===== src/tbms_queue.sv =====
// small register fifo
`default_nettype none
module tbms_queue #(
    parameter int WIDTH = 8,
    parameter int DEPTH = 4
) (
    input  wire logic                       clk,
    input  wire logic                       rst_n,
    input  wire logic                       push,
    input  wire logic [WIDTH-1:0]           wdata,
    input  wire logic                       pop,
    output logic [WIDTH-1:0]                rdata,
    output logic                            empty,
    output logic                            full,
    output logic [$clog2(DEPTH+1)-1:0]      count
);
    localparam int PW = $clog2(DEPTH);
    localparam int CW = $clog2(DEPTH + 1);

    logic [WIDTH-1:0] mem_reg [DEPTH];
    logic [PW-1:0]    wptr_reg, rptr_reg;
    logic [CW-1:0]    cnt_reg;
    logic             do_push, do_pop;

    assign do_push = push && !full;
    assign do_pop  = pop && !empty;
    assign empty   = (cnt_reg == '0);
    assign full    = (cnt_reg == CW'(DEPTH));
    assign count   = cnt_reg;
    assign rdata   = mem_reg[rptr_reg];

    always_ff @(posedge clk or negedge rst_n)
    begin
        if (!rst_n)
        begin
            wptr_reg <= '0;
            rptr_reg <= '0;
            cnt_reg  <= '0;
        end
        else
        begin
            if (do_push)
                wptr_reg <= (wptr_reg == PW'(DEPTH - 1)) ? '0 : wptr_reg + 1'b1;
            if (do_pop)
                rptr_reg <= (rptr_reg == PW'(DEPTH - 1)) ? '0 : rptr_reg + 1'b1;
            if (do_push && !do_pop)
                cnt_reg <= cnt_reg + 1'b1;
            else if (do_pop && !do_push)
                cnt_reg <= cnt_reg - 1'b1;
        end
    end

    always_ff @(posedge clk)
    begin
        if (do_push)
            mem_reg[wptr_reg] <= wdata;
    end

endmodule
`default_nettype wire


===== config.mk =====
export PLATFORM = sky130hd
export DESIGN_NAME = tbms_queue
export DESIGN_NICKNAME = d
export VERILOG_FILES = /design/src/tbms_queue.sv
export SDC_FILE = /design/constraint.sdc
export NUM_CORES = 1
export LEC_CHECK = 0
export BUFFER_PORTS_ARGS = -buffer_cell sky130_fd_sc_hd__clkbuf_2
export CAP_MARGIN = 20
export CORE_UTILIZATION = 35
export DETAILED_ROUTE_END_ITERATION = 8
export SLEW_MARGIN = 10
export SYNTH_ARGS = -nofsm -noshare
export SYNTH_HDL_FRONTEND = slang
export SYNTH_SLANG_ARGS = --single-unit

===== constraint.sdc =====
create_clock -name clk -period 2.5 [get_ports clk]
set_input_delay 0.5 -clock clk [delete_from_list [all_inputs] [get_ports clk]]
set_output_delay 0.5 -clock clk [all_outputs]
set_load 0.02 [all_outputs]

; ---- Word-level counts from Yosys, hierarchy flattened
; Memories as Yosys holds them, arrays and structs flattened.
; Index checks and enable logic that the tools add are counted.
; Widths: inputs -> output; s select.
[op_classes]
n_addsub = 4
n_eq_ne = 3
mux = 6
n_reduce_logical = 10
[op_table]
columns = cell, count
row1 = $mux 3, 2
row2 = $add 2x1->2 const B, 2
row3 = $eq 2x2->1 const B, 2
row4 = $logic_and 1x1->1, 4
row5 = $logic_not 1->1, 4
row6 = $mux 2, 2
row7 = $add 3x1->3 const B, 1
row8 = $eq 3x3->1 const B, 1
row9 = $logic_not 3->1, 1
row10 = $sub 3x1->3 const B, 1
row11 = $mux 1, 2
row12 = $reduce_bool 2->1, 1
[totals]
ff_bits = 7
ramBits = 32
input_bits = 12
word_cells = 27
memories = 1
[mem_list]
columns = name, depth, width, read_ports, rd_clocked_by_memory_dff, wr, line
row1 = mem_reg, 4, 8, 1, 0, 1, 20  ; logic [WIDTH-1:0] mem_reg [DEPTH];

; ---- Depth between registers and ports, before layout
[logic_depth]
ltp_word = 7
depth_mapped = 8
ltp_nobuf = 8

; ---- Worst setup path before layout
; OpenSTA, ideal clock, no wires.
[synth_timing]
kind = register to register
startpoint = register cnt_reg[0] (netlist: count[0])
endpoint = register cnt_reg[2] (netlist: count[2])
setup_ps = 80
arrival_time_ps = 2352
required_time_ps = 2420
slack_ps = 68
path_stages_with_launch = 9
period_less_slack_ps = 2432
cell_sequence = dfrtp_1 -> nor3_1 -> nand2b_4 -> ha_1 -> inv_1 -> fa_1 -> xor2_1 -> nor2_1 -> xor2_1
[synth_via]
elab_chain_cells = 6
word_cells_on_any_way = 15
cone_classes = 2 x add/sub / 1 x eq/ne / 2 x mux / 10 x reduce/logical
[synth_lines]
columns = element, line
row1 = from (decl), 22  ; logic [CW-1:0] cnt_reg;
row2 = from (signal assigned), 47  ; cnt_reg <= cnt_reg + 1'b1;
row3 = from (signal assigned), 49  ; cnt_reg <= cnt_reg - 1'b1;
row4 = $logic_not 3->1 *, 27  ; assign empty = (cnt_reg == '0);
row5 = named net empty, 13  ; output logic empty,
row6 = $logic_not 1->1 *, 26  ; assign do_pop = pop && !empty;
row7 = $logic_and 1x1->1 *, 26
row8 = $logic_not 1->1, 46  ; if (do_push && !do_pop)
row9 = $logic_and 1x1->1, 46
row10 = $mux 3 or $reduce_bool 2->1 (tied branches), n/a
; The timed path passes the listed nets; every way through them passes the cells marked *. The select of a mux whose other input is x is not followed.
; A chain may end at the register's enable or synchronous reset.

; ---- Worst setup path after layout
[layout_timing]
startpoint = register rptr_reg[0]
endpoint = output port rdata[6]
[layout_via]
elab_chain_cells = 1
[layout_lines]
columns = element, line
row1 = from (decl), 21  ; logic [PW-1:0] wptr_reg, rptr_reg;
row2 = from (signal assigned), 45  ; rptr_reg <= (rptr_reg == PW'(DEPTH - 1)) ? '0 : rptr_reg + 1'b1;
row3 = $mem_v2 4x8, n/a
row4 = to (decl), 12  ; output logic [WIDTH-1:0] rdata,
; Every way passes these cells.

==> results.md <==
- Peak VDD IR: ~0.36 mV
- Port bufs: 24
- Skew final: 0.00192 ns
- Reg-to-reg critical path endpoint: count[2]
- Avg Inst Size Synth: approximately 20 µm²
- CTS H-tree depth: 2
- Cell area after layout: 1890 µm²
- Crit-path max cell delay: approximately 0.7 ns
- Tcrit/Tclk final: between 90% and 100%
- Hold Path Class: in2async
- Top-count cell post-synth: edfxtp_1
- Cells on worst reg2reg path: 8
- CP max FO: 11
- Layout Nets: roughly 130
- Starting Density: between 30% and 40%
- Synth Instances: 79
- Fill count: 390
- Syn Nets: 98
- Pwr Total: approximately 0.0023 W
- Worst slew margin: 60.7%
- Antenna diodes: 0
- Drc violations: 0
- Vias in the first global route: a little under 900
- Global-route wire length before repair: 4.13 mm
- Storage cell area: between 1000 and 1500 µm²
- Seq/Total Area, Yosys: between 70% and 80%
- Static Leak: 0.727 nW
- EDFF count, synth: 32
- Worst-Margin Slew: around 0.6 ns
- Hold Vio Cnt, Final: 0
- Grt ovf: 0
- Core area: 4380 µm²
- Initial DRC count: 5
- Synth top area cells: edfxtp_1 (59%), mux4_2 (11%), dfrtp_1 (11%)
- Vias per Instance: roughly 4.8
- Slowest CP cell: dfrtp_1
- Insertion delay to the later sink of the worst-skew pair: 0.29 ns
- Final setup fails: 0
- Clock Path Buffers: 2
- Fmax: between 400 and 500 MHz
- Gr usage total: between 10% and 20%
- Ys flop type: edfxtp_1
- Hold bufs inserted after CTS: 0
- Pwr per Cell Area: ~1200 nW/µm²
- Clock Sinks: 39
- Die area: 4900 µm²
- Post-route ant nets: 0
- Yosys cell types: 19
- Cts repair resizes: 0
- Ys async rst share: around 18%
- Final setup TNS: 0 ns
- TritonCTS clock tree: done
- Crit-path cells: mux4_2 -> clkbuf_2
- Die Ht: around 70 µm
- Router iterations before antenna repair: 4
- Setup Crit Path Kind: reg2out
- CTS Buf Count: 5
- Initial antenna violation count: 0
- Share of cells above drive strength 1: around 45%
- Row cnt: 24
- Crit path arrival time: between 1.5 and 2 ns
- Routed len/inst: ~15 µm
- Reg2Reg Setup Slack: about 0.45 ns
- Max-Cap Viols: 0
- Worst EP required: 2.00 ns
- Yosys top cell by area: edfxtp_1
- Fin crit period: ~2.3 ns
- Yosys warning count: 0
- Yosys reg bits: 39
- Crit Reg-Reg Startpoint: count[0]
- Total wire length: approximately 2.5 mm
- Mapped Area: roughly 1600 µm²
- Status: finished clean
- I/O pin count: 25
- Max-slew violations: 0
- Area of the multi-input gates: around 460 µm²
- Max reg flops: 32
- Die width: between 60 and 70 µm
- GPL Wtd Cong: ~0.71
- Top cell type's share of synthesized area: 59.4%
- Syn-to-layout area delta: 17.1%
- Worst path top cell family by delay: flip-flops
- Vias: a little under 800
- CP endpoint kind: output port
- RSZ-0062 raised after global routing: no
- Setup crit start kind: register
- Placed cell area: 1800 µm²
- Buffer count from post-CTS setup fixing: 0
- Largest net degree at the start of global routing: 15
- Clk slew on worst S/H paths: roughly 0.080 ns
- Most common library cells after synthesis: edfxtp_1 (32), mux4_2 (8), dfrtp_1 (7), ha_1 (6)
- Root buffer cell: clkbuf_8
- Buf+Inv Stages, Crit Path: 1
[logic make-up (layout without fill, tap and decap cells)]
family                     after synthesis  in the layout  synth area share, %
adders and majority gates                7              7                 5.88
xor gates and xnor gates                 3              3                 1.62
and+or+nand+nor                         12             12                 5.49
DFF                                     39             39                 70.2
muxes                                   13             13                 15.5
buffers and inverters                    5             36                 1.24
[per-stage QoR]
stage | cells | hold WS [ns] | utilization (%) | setup slack [ns]
finish | 162 | 0.0358 | 43.2 | 0.234
global route | 162 | 0.0372 | 43.2 | 0.0884
CTS | 162 | 0.0295 | 43.2 | 0.167
detailed placement | 154 | 0.352 | 41.1 | 0.439
global placement | 154 | 0.350 | 41.1 | 0.514
floorplan | 79 | 0.204 | - | 0.0684
[worst max-delay path by stage]
stage | start | to | slack, ns | depth (start not counted)
finish | rptr_reg[0] | rdata[6] | 0.23 | 2
global route | rptr_reg[0] | rdata[5] | 0.09 | 2
CTS | rptr_reg[0] | rdata[6] | 0.17 | 2
detailed placement | count[1] | count[2] | 0.44 | 8
global placement | count[0] | count[2] | 0.51 | 8
floorplan | count[0] | count[2] | 0.07 | 8
[routing by layer]
layer	global-route usage, %	vias up	routed length [µm]
li1	-	360	-
met1	12.9	391	977
met2	19.7	16	1330
met3	4.91	6	124
met4	5.33	0	46
met5	0	-	0
[cells in the final DEF (no fill, tap or decap), drive strengths merged, types with 2 or more instances in the layout]
cell      instances
mux2              5
nor2              4
inv               4
clkbuf           29
edfxtp           32
mux4              8
ha                6
clkinvlp          2
dfrtp             7
and2              3
xor2              2
[final cells by class]
cell class	instances	share of cell area [%]
clock buffer	5	3.63
clock inverter	3	1.25
inverter	3	0.594
multi-input combinational	35	24.4
sequential	39	60.0
tap	52	3.43
timing repair buffer	25	6.74
[power breakdown]
part / switching [W] / internal, W / total (W) / leakage, nW
clock network: 0.000229 / 0.000199 / 0.000428 / 0.0408
logic: 0.000408 / 0.000408 / 0.000816 / 0.311
registers: 0.000166 / 0.000879 / 0.00105 / 0.375
total: 0.000802 / 0.00149 / 0.00229 / 0.727
No activity file was read; power rests on OpenSTA's default activity.
