### src/tbms_pkg.sv
// shared types and constants for the timed burst memory slave
`default_nettype none
package tbms_pkg;

    localparam int QUEUE_SLOTS = 8;
    localparam int QPTR_W      = $clog2(QUEUE_SLOTS);
    localparam int ADDR_W      = 16;
    localparam int WRITE_BYTES = 16;
    localparam int READ_BYTES  = 4;
    localparam int BANK_W      = $clog2(WRITE_BYTES);
    localparam int ROW_W       = ADDR_W - BANK_W;
    localparam int RSHIFT      = $clog2(READ_BYTES);
    localparam int CMD_DEPTH   = 4;
    localparam int OUT_DEPTH   = 4;
    localparam int PADDR_W     = 4;

    localparam logic [7:0]  READY_DELAY_RST   = 8'd3;
    localparam logic [15:0] READ_LATENCY_RST  = 16'd103;
    localparam logic [7:0]  BEAT_GAP_RST      = 8'd2;
    localparam logic [15:0] WRITE_LATENCY_RST = 16'd9;

    typedef enum logic [1:0] {
        REG_READY_DELAY   = 2'd0,
        REG_READ_LATENCY  = 2'd1,
        REG_BEAT_GAP      = 2'd2,
        REG_WRITE_LATENCY = 2'd3
    } reg_idx_t;

    typedef struct packed {
        logic [7:0]  ready_delay;
        logic [15:0] read_latency;
        logic [7:0]  beat_gap;
        logic [15:0] write_latency;
    } cfg_t;

    typedef struct packed {
        logic        rd_req_valid;
        logic [15:0] rd_req_addr;
        logic [7:0]  rd_req_beats;
        logic [3:0]  rd_req_id;
        logic        wr_req_valid;
        logic [15:0] wr_req_addr;
        logic [3:0]  wr_req_id;
        logic [63:0] wr_data_low;
        logic [63:0] wr_data_high;
    } req_t;

    typedef struct packed {
        logic        rd_ready;
        logic        rd_data_valid;
        logic [3:0]  rd_data_id;
        logic [31:0] rd_data;
        logic        rd_data_last;
        logic        wr_ready;
        logic        wr_resp_valid;
        logic [3:0]  wr_resp_id;
    } resp_t;

    typedef struct packed {
        logic                     rd_ready;
        logic                     rd_beat;
        logic [3:0]               rd_id;
        logic                     rd_last;
        logic [ADDR_W-1:0]        rd_addr;
        logic                     wr_ready;
        logic                     wr_commit;
        logic [3:0]               wr_id;
        logic [ADDR_W-1:0]        wr_addr;
        logic [8*WRITE_BYTES-1:0] wr_data;
    } cmd_t;

endpackage
`default_nettype wire

### src/tbms_front.sv
// tick-accurate request queues and due-time control, one tick per beat
`default_nettype none
module tbms_front (
    input  wire logic          clk,
    input  wire logic          rst_n,
    input  wire logic          step,
    input  wire tbms_pkg::req_t req,
    input  wire tbms_pkg::cfg_t cfg,
    output tbms_pkg::cmd_t      cmd
);
    import tbms_pkg::*;

    logic [31:0]       tick_reg;
    logic              rd_busy_reg, wr_busy_reg;
    logic [31:0]       rd_rdue_reg, wr_rdue_reg;

    logic [ADDR_W-1:0] rq_addr_reg  [QUEUE_SLOTS];
    logic [7:0]        rq_beats_reg [QUEUE_SLOTS];
    logic [7:0]        rq_done_reg  [QUEUE_SLOTS];
    logic [31:0]       rq_due_reg   [QUEUE_SLOTS];
    logic [3:0]        rq_id_reg    [QUEUE_SLOTS];
    logic [QPTR_W-1:0] rhead_reg, rtail_reg;

    logic [ADDR_W-1:0]        wq_addr_reg [QUEUE_SLOTS];
    logic [31:0]              wq_due_reg  [QUEUE_SLOTS];
    logic [3:0]               wq_id_reg   [QUEUE_SLOTS];
    logic [8*WRITE_BYTES-1:0] wq_data_reg [QUEUE_SLOTS];
    logic [QPTR_W-1:0]        whead_reg, wtail_reg;

    logic        rd_acc, rd_rdy, rq_empty, rd_beat, rd_last;
    logic [31:0] rd_start, h_due;
    logic [7:0]  in_beats, h_beats, h_done, done_next;
    logic [ADDR_W-1:0] h_addr;
    logic [3:0]  h_id;

    logic        wr_acc, wr_rdy, wq_empty, wr_resp;
    logic [31:0] wr_start, w_due;
    logic [ADDR_W-1:0] w_addr;
    logic [3:0]  w_id;
    logic [8*WRITE_BYTES-1:0] in_wdata, w_data;

    always_comb
    begin
        rd_acc    = !rd_busy_reg && req.rd_req_valid && (rtail_reg + 1'b1 != rhead_reg);
        rd_rdy    = !rd_acc && rd_busy_reg && (rd_rdue_reg == tick_reg);
        rq_empty  = (rhead_reg == rtail_reg);
        rd_start  = tick_reg + 32'(cfg.read_latency);
        in_beats  = (req.rd_req_beats == 8'd0) ? 8'd1 : req.rd_req_beats;
        // an empty queue takes this tick's request as its head
        h_due     = rq_empty ? rd_start          : rq_due_reg[rhead_reg];
        h_done    = rq_empty ? 8'd0              : rq_done_reg[rhead_reg];
        h_beats   = rq_empty ? in_beats          : rq_beats_reg[rhead_reg];
        h_addr    = rq_empty ? req.rd_req_addr   : rq_addr_reg[rhead_reg];
        h_id      = rq_empty ? req.rd_req_id     : rq_id_reg[rhead_reg];
        rd_beat   = (!rq_empty || rd_acc) && (h_due == tick_reg);
        done_next = h_done + 8'd1;
        rd_last   = rd_beat && (done_next >= h_beats);

        wr_acc    = !wr_busy_reg && req.wr_req_valid && (wtail_reg + 1'b1 != whead_reg);
        wr_rdy    = !wr_acc && wr_busy_reg && (wr_rdue_reg == tick_reg);
        wq_empty  = (whead_reg == wtail_reg);
        wr_start  = tick_reg + 32'(cfg.write_latency);
        in_wdata  = {req.wr_data_high, req.wr_data_low};
        w_due     = wq_empty ? wr_start        : wq_due_reg[whead_reg];
        w_addr    = wq_empty ? req.wr_req_addr : wq_addr_reg[whead_reg];
        w_id      = wq_empty ? req.wr_req_id   : wq_id_reg[whead_reg];
        w_data    = wq_empty ? in_wdata        : wq_data_reg[whead_reg];
        wr_resp   = (!wq_empty || wr_acc) && (w_due == tick_reg);

        cmd.rd_ready  = rd_rdy;
        cmd.rd_beat   = rd_beat;
        cmd.rd_id     = h_id;
        cmd.rd_last   = rd_last;
        cmd.rd_addr   = h_addr + {h_done, RSHIFT'(0)};
        cmd.wr_ready  = wr_rdy;
        cmd.wr_commit = wr_resp;
        cmd.wr_id     = w_id;
        cmd.wr_addr   = w_addr;
        cmd.wr_data   = w_data;
    end

    always_ff @(posedge clk or negedge rst_n)
    begin
        if (!rst_n)
        begin
            tick_reg    <= '0;
            rd_busy_reg <= 1'b0;
            wr_busy_reg <= 1'b0;
            rd_rdue_reg <= '0;
            wr_rdue_reg <= '0;
            rhead_reg   <= '0;
            rtail_reg   <= '0;
            whead_reg   <= '0;
            wtail_reg   <= '0;
        end
        else if (step)
        begin
            tick_reg <= tick_reg + 32'd1;
            if (rd_acc)
            begin
                rd_busy_reg <= 1'b1;
                rd_rdue_reg <= tick_reg + 32'(cfg.ready_delay);
                rtail_reg   <= rtail_reg + 1'b1;
            end
            else if (rd_rdy)
                rd_busy_reg <= 1'b0;
            if (rd_last)
                rhead_reg <= rhead_reg + 1'b1;
            if (wr_acc)
            begin
                wr_busy_reg <= 1'b1;
                wr_rdue_reg <= tick_reg + 32'(cfg.ready_delay);
                wtail_reg   <= wtail_reg + 1'b1;
            end
            else if (wr_rdy)
                wr_busy_reg <= 1'b0;
            if (wr_resp)
                whead_reg <= whead_reg + 1'b1;
        end
    end

    always_ff @(posedge clk)
    begin
        if (step)
        begin
            if (rd_acc)
            begin
                rq_addr_reg[rtail_reg]  <= req.rd_req_addr;
                rq_beats_reg[rtail_reg] <= in_beats;
                rq_done_reg[rtail_reg]  <= 8'd0;
                rq_due_reg[rtail_reg]   <= rd_start;
                rq_id_reg[rtail_reg]    <= req.rd_req_id;
            end
            // head progress overrides a same-tick fill of the same slot
            if (rd_beat && !rd_last)
            begin
                rq_done_reg[rhead_reg] <= done_next;
                rq_due_reg[rhead_reg]  <= h_due + 32'(cfg.beat_gap);
            end
            if (wr_acc)
            begin
                wq_addr_reg[wtail_reg] <= req.wr_req_addr;
                wq_due_reg[wtail_reg]  <= wr_start;
                wq_id_reg[wtail_reg]   <= req.wr_req_id;
                wq_data_reg[wtail_reg] <= in_wdata;
            end
        end
    end

endmodule
`default_nettype wire

### config.mk
export PLATFORM = sky130hd
export DESIGN_NAME = tbms_front
export DESIGN_NICKNAME = d
export VERILOG_FILES = /design/src/tbms_pkg.sv /design/src/tbms_front.sv
export SDC_FILE = /design/constraint.sdc
export NUM_CORES = 2
export LEC_CHECK = 0
export BUFFER_PORTS_ARGS = -buffer_cell sky130_fd_sc_hd__buf_2
export CORE_MARGIN = 1.5
export CORE_UTILIZATION = 40
export DETAILED_ROUTE_END_ITERATION = 8
export GPL_TIMING_DRIVEN = 1
export PLACE_DENSITY = 0.64
export REMOVE_ABC_BUFFERS = 1
export SYNTH_ARGS = -nofsm -noshare
export SYNTH_HDL_FRONTEND = slang
export SYNTH_SLANG_ARGS = --single-unit
### constraint.sdc
create_clock -name clk -period 27.4 [get_ports clk]
set_input_delay 5.48 -clock clk [delete_from_list [all_inputs] [get_ports clk]]
set_output_delay 5.48 -clock clk [all_outputs]
set_load 0.02 [all_outputs]
Word-level counts from Yosys, hierarchy flattened
Memory sizes are Yosys's and may differ from the RTL's.
Index checks and enable logic that the tools add are counted.
{ "op_classes": {"n_mux": 23, "addsub": 11, "n_eq_ne": 8, "n_lt_le_gt_ge": 1, "n_reduce_logical": 30} }
{ "op_table": {"columns": ["cell", "count"], "rows": [
  ["equality test 32 bit", 4],
  ["2-to-1 mux 128 bit", 1],
  ["adder 32 x 16 -> 32 bit", 2],
  ["adder 32 x 8 -> 32 bit", 2],
  ["2-to-1 mux 32 bit", 2],
  ["adder 32 x 1 -> 32 bit, second input constant", 1],
  ["2-to-1 mux 16 bit", 2],
  ["2-to-1 mux 8 bit", 3],
  ["adder 16 x 10 -> 16 bit", 1],
  ["2-to-1 mux 1 bit", 13],
  ["adder 3 x 1 -> 3 bit, second input constant", 4],
  ["logical AND 1 bit", 12],
  ["AND reduction 2 bit", 6],
  ["adder 8 x 1 -> 8 bit, second input constant", 1],
  ["greater-or-equal comparator 8 bit", 1],
  ["logical NOT 8 bit", 1],
  ["2-to-1 mux 4 bit", 2],
  ["logical NOT 1 bit", 7],
  ["equality test 3 bit", 2],
  ["inequality test 3 bit", 2],
  ["nonzero test 2 bit", 2],
  ["logical OR 1 bit", 2]
]} }
{ "totals": {"regBits": 110, "ramBits": 1984, "out_inout_bits": 173, "n_memories": 9, "in_bits": 229} }
{ "mem_list": {"columns": ["name", "words", "word_bits", "read_ports", "rd_ports_with_merged_regs", "wr", "line", "text"], "rows": [
  ["wq_data_reg", 8, 128, 1, 0, 1, "tbms_front.sv:27", "logic [8*WRITE_BYTES-1:0] wq_data_reg [QUEUE_SLOTS];"],
  ["rq_due_reg", 8, 32, 1, 0, 2, "tbms_front.sv:20", "logic [31:0] rq_due_reg [QUEUE_SLOTS];"],
  ["wq_due_reg", 8, 32, 1, 0, 1, "tbms_front.sv:25", "logic [31:0] wq_due_reg [QUEUE_SLOTS];"],
  ["rq_addr_reg", 8, 16, 1, 0, 1, "tbms_front.sv:17", "logic [ADDR_W-1:0] rq_addr_reg [QUEUE_SLOTS];"],
  ["wq_addr_reg", 8, 16, 1, 0, 1, "tbms_front.sv:24", "logic [ADDR_W-1:0] wq_addr_reg [QUEUE_SLOTS];"],
  ["rq_beats_reg", 8, 8, 1, 0, 1, "tbms_front.sv:18", "logic [7:0] rq_beats_reg [QUEUE_SLOTS];"],
  ["3 more memories", null, null, null, null, null, null, null]
]} }

Longest topological paths before layout
{ "depth": {"ltp_word": 11, "depth_mapped": 27, "depth_no_buf": 18} }

Worst setup path before layout
OpenSTA, ideal clock, no wires.
{ "synth_path": {"path_type": "input to register", "startpoint": "input req[148] (netlist name)", "endpoint": "memory wq_addr_reg[0][0], enable pin", "setup_time_ns": 1.160, "required_ns": 26.240, "t_arrival_ns": 23.076, "path_buffers": 1, "path_stages": 5, "slack_ns": 3.164, "cell_sequence": "inv_1 -> a311oi_1 -> nand2_1 -> clkbuf_1 -> nor4_1"} }
{ "synth_between": {"elab_chain_cells": 5} }
{ "synth_rtl": {"columns": ["item", "line", "text"], "rows": [
  ["from (decl)", "tbms_front.sv:7", "input wire tbms_pkg::req_t req,"],
  ["logical AND 1 bit (2 in a row)", "tbms_front.sv:59", "wr_acc = !wr_busy_reg && req.wr_req_valid && (wtail_reg + 1'b1 != whead_reg);"],
  ["2-to-1 mux 1 bit", "tbms_front.sv:140", "if (wr_acc)"],
  ["2-to-1 mux 1 bit", "tbms_front.sv:124", "if (step)"],
  ["2-to-1 mux 1 bit (implied by the code)", "tbms_front.sv:142", "wq_addr_reg[wtail_reg] <= req.wr_req_addr;"],
  ["to (decl)", "tbms_front.sv:24", null]
]} }
No other way between the ends.

==> impl_summary.md <==
Placement
The port buffer count is 401. The routability-driven placement congestion ratio is 0.896. The total half-perimeter wirelength after legalization and detailed placement is 140,000 um. The number of cells in the design after placement is 8,535.

Timing
The headroom to the max-slew limit is 22.4%. The upper clock frequency limit is 65.3 MHz. Setup violations remaining at the end of the flow were counted as 0.

The worst-margin pin slew is 1.16 ns. The number of slew-limit violations in the final report is 0. The number of hold violations in the final report came to 0. Final hold analysis gives a worst-case slack of 0.474 ns. The worst path needs 15.31 ns of the cycle, external delays included. The clock arrives with 0.108 ns of skew. In the finished design, the share of the clock period the worst path needs comes to 55.9%.

Setup repair after global routing left no endpoint under its margin.

Global routing
Across every metal layer, demand over resource in global routing totals 20.6%. The number of global-route vias before repair is 52,200. Global routing used 5.31% of the available met3 tracks. The global routing stage identified its most utilized layer as met2. After global routing the overflow that remains totals 0. The wire length of the first global-routing pass is 350,000 um. The met1 track demand over resource is 27.0%. Entering global routing, the biggest net connects 199 pins. The fraction of met2 tracks used by global routing is 33.4%. The initial antenna violation count came to 54.

Worst setup path
Among the stages of the critical path, the cell type that occurs most often is buf_2. The worst setup path is launched from an input pin. The critical path contains buffers and inverters numbering 2 combined.

The critical path's slowest cell is xnor2_1. The cell type group with the largest total delay on the critical path is simple AND/OR/NAND/NOR gates. By startpoint and endpoint, the worst setup path is classified as input pin to output port. The required time at the worst-slack endpoint is 21.92 ns. Walking the worst path, the cells encountered are buf_2, ha_1, fa_1, a211oi_1, o21ai_0, xnor2_1, mux2i_1, xor2_1, nor4_1, nand4_1, and4b_1, nand3_1, nor2_1, and2_1, buf_2. The worst setup path is captured at an output port.

At the worst endpoint, the arrival time is 9.83 ns. On the worst path, the slowest cell contributes a delay of 0.77 ns. Of all nets on the critical path, the largest fanout is 9.

Cells and area
The final standard cell count with taps included and fillers excluded is 8,938. The count of nets after finishing is 6,061. The area added between synthesis and finish is 14.0%.

The register with the most flip-flops in the layout has 1,024 of them. Summing all flip-flop and latch instances after layout gives 62,300 sq um. Counting the fill cells in the layout gives 19,200. The area of the multi-input gates is 26,500 sq um.

The fraction of layout cells with a size suffix above 1 is 21.9%.

Routing
After the first detailed-routing iteration, the DRC count stood at 4,531. The count of nets left with antenna violations once routing finished came out at 0. Dividing the detail-routed via count by the number of cells gives 5.65.

Before antenna repair, the detailed router went through 7 iterations. For this block, the via count after detailed routing is 50,500. After detailed routing, the number of remaining DRC violations is 0. The wire length per cell after detailed routing is 26.6 um. Summed over all layers, the routed wires come to 238,000 um.

Floorplanning
The die covers 228,000 sq um. Measured along the y axis, the die boundary spans 478 um. The number of placed I/O pins is 402. The floorplan row count is 174.

The core footprint is 224,000 sq um. The starting utilization of the core area is 40.2%. The die extent in x is 478 um.

Yosys
The post-synthesis cell area is 90,200 sq um. The share of the synthesized area in the top cell type is 66.1%. The part of the Yosys area used for sequential elements is 69.1%.

The post-synthesis async set-or-reset flop share is 5.25%. Sorting the synthesized cells by area gives the leading types as edfxtp_1 66%, mux4_2 9.4%, mux2i_1 5.4%, dfrtp_1 3.1%, o21ai_0 1.6%. The average cell area after synthesis is 16.8 sq um.

The synthesized instance count is 5,355. In this run, synthesis inferred 1,984 flip-flops with an integrated enable. The number of library cell types mapped by synthesis is 91. edfxtp_1 takes more of the synthesized area than any other cell. The commonest register cell after synthesis is edfxtp_1. For this run, the number of Yosys warnings is 0.

The number of synthesized register bits is 2,094.

CTS
The total number of H-tree levels is 4. Clock tree synthesis selected as its root buffer the cell clkbuf_16. The number of instances resized during post-cts repair is 0. For this design, the sink count on the clock tree is 2,094. TritonCTS built the clock tree. The number of buffers inserted by hold repair at cts is 0. Clock latency on the worst-skew pair, taken at its later pin, is 0.91 ns.

The number of buffers inserted during clock tree synthesis is 212. The post-CTS repair timing setup buffer count is 0. The clock passes through at most 3 buffers. The clock input transition at the sequential cells of the worst setup and hold paths is 0.06 ns.

Power and ir drop
For this design the ratio of total power to cell area is 77.2 nW/um^2. Overall power consumption after layout is estimated at 0.00794 W. The reported leakage power is 35.2 nW.

The worst vdd rail ir drop is 0.0000807 V.

Worst hold path
The class of the tightest hold or removal check is register to register.

Outcome
The run finished with clean final reports.

Flow run
The max-cap check violation count is 0.
[cells in the final DEF (no fill, tap or decap), types with 51 or more instances in the layout]
cell type / Yosys / routed
edfxtp_1: 1984 / 1984
mux2i_1: 483 / 483
buf_2: 54 / 400
mux4_2: 378 / 378
nand2_1: 345 / 343
o21ai_0: 285 / 282
clkbuf_16: 0 / 212
nor2_1: 190 / 176
xor2_1: 151 / 151
xnor2_1: 149 / 149
buf_4: 12 / 118
dfrtp_1: 110 / 104
a21oi_1: 83 / 83
ha_1: 70 / 70
a22oi_1: 60 / 60
clkinv_1: 1 / 59
inv_1: 53 / 53
a221oi_1: 53 / 53
clkbuf_1: 184 / 51
[report_power, final]
group	total (W)	switching (W)	internal [W]	leakage [nW]
clock	0.00288	0.00125	0.00163	3.35
combinational	0.00139	0.000980	0.000411	12.3
sequential	0.00367	0.0000391	0.00363	19.5
total	0.00794	0.00227	0.00567	35.2
[final timing paths]
path / cells after the start / startpoint / slack [ns] / endpoint
setup / recovery: 15 / cfg[24] / 12.09 / cmd[166]
hold reg to reg: 1 / tick_reg[5]$_DFFE_PN0P_ / 0.47 / tick_reg[5]$_DFFE_PN0P_
hold / removal: 1 / tick_reg[5]$_DFFE_PN0P_ / 0.47 / tick_reg[5]$_DFFE_PN0P_
setup reg to reg: 21 / rhead_reg[1]$_DFFE_PN0P_ / 18.20 / rq_due_reg[3][12]$_DFFE_PP_
max in group asynchronous: 2 / rst_n / 21.18 / rhead_reg[2]$_DFFE_PN0P_
min in group asynchronous: 1 / rst_n / 4.63 / tick_reg[2]$_DFFE_PN0P_
[cells by family after synthesis]
group | count (synthesis) | synth area share, %
compound gates | 753 | 5.46
xor+xnor | 303 | 2.98
fa+ha+maj | 75 | 1.08
buf+inv | 393 | 1.80
flops | 2094 | 69.1
mux | 893 | 15.2
simple gates | 844 | 4.36
[worst register-to-register path, stage by stage, from the launching register on]
cell and delay [ns]:
dfrtp_2 0.84, buf_4 0.52, nand2b_1 0.35, nor2_4 0.15
buf_4 0.49, a22oi_1 0.24, and4_1 0.22, nor2_1 0.67
ha_1 0.30, and3_1 0.20, nand2_1 0.07, xnor2_1 0.73
inv_1 0.21, ha_1 0.32, or2_2 0.29, a21oi_1 0.14
a21oi_1 0.20, nor3_1 0.31, nand4_1 0.85, or2_2 0.72
o21ai_4 0.28, buf_4 0.65
[stage by stage]
step           util (%)  setup TNS, ns  setup WS [ns]  instance area (sq um)
2_1_floorplan         -       -2627.94          -8.84                  88800
3_3_place_gp       42.7              0          12.20                  95800
3_5_place_dp       42.7              0          12.14                  95800
4_1_cts            45.8              0          12.13                 103000
5_1_grt            45.8              0          11.70                 103000
6_report           45.8              0          12.09                 103000
[layer usage]
metal / part of all wire [%] / routed length, um / vias up
li1: - / - / 22100
met4: 2.9 / 6890 / 66
met2: 48 / 114000 / 1774
met1: 41 / 97800 / 26200
met3: 7.8 / 18600 / 417
met5: 0.17 / 404 / -
[area by class of cell]
type,count,share of cell area [%]
clock inverter,127,1.40
antenna,11,0.0268
inverter,55,0.201
tap,2992,3.64
multi-input combinational,2868,25.8
clock buffer,265,5.37
timing repair buffer,526,2.96
sequential,2094,60.6
[synthesized netlist by cell type (7+ instances only)]
library cell / n
or2_1: 8
xor2_1: 151
nand4_1: 39
nand3b_1: 7
a31oi_1: 29
clkbuf_1: 184
a21oi_1: 83
or2_2: 10
o31ai_1: 7
nor2_1: 190
mux2_2: 30
nor4_1: 30
o21bai_1: 13
and4_1: 11
dfrtp_1: 110
nand2_1: 345
a22oi_1: 60
or3_1: 14
ha_1: 70
nor2b_1: 13
nand2b_1: 23
mux2i_1: 483
mux4_2: 378
xnor2_1: 149
o21a_1: 17
o211ai_1: 10
a22o_1: 50
edfxtp_1: 1984
a211oi_1: 13
nand3_1: 42
o221ai_1: 20
o22a_1: 7
nor3_1: 46
buf_1: 83
buf_2: 54
a21o_1: 20
and3_1: 24
a221oi_1: 53
o21ai_0: 285
buf_4: 12
or4_1: 8
and2_1: 15
o22ai_1: 27
inv_1: 53
(Power assumes the default switching activity.)
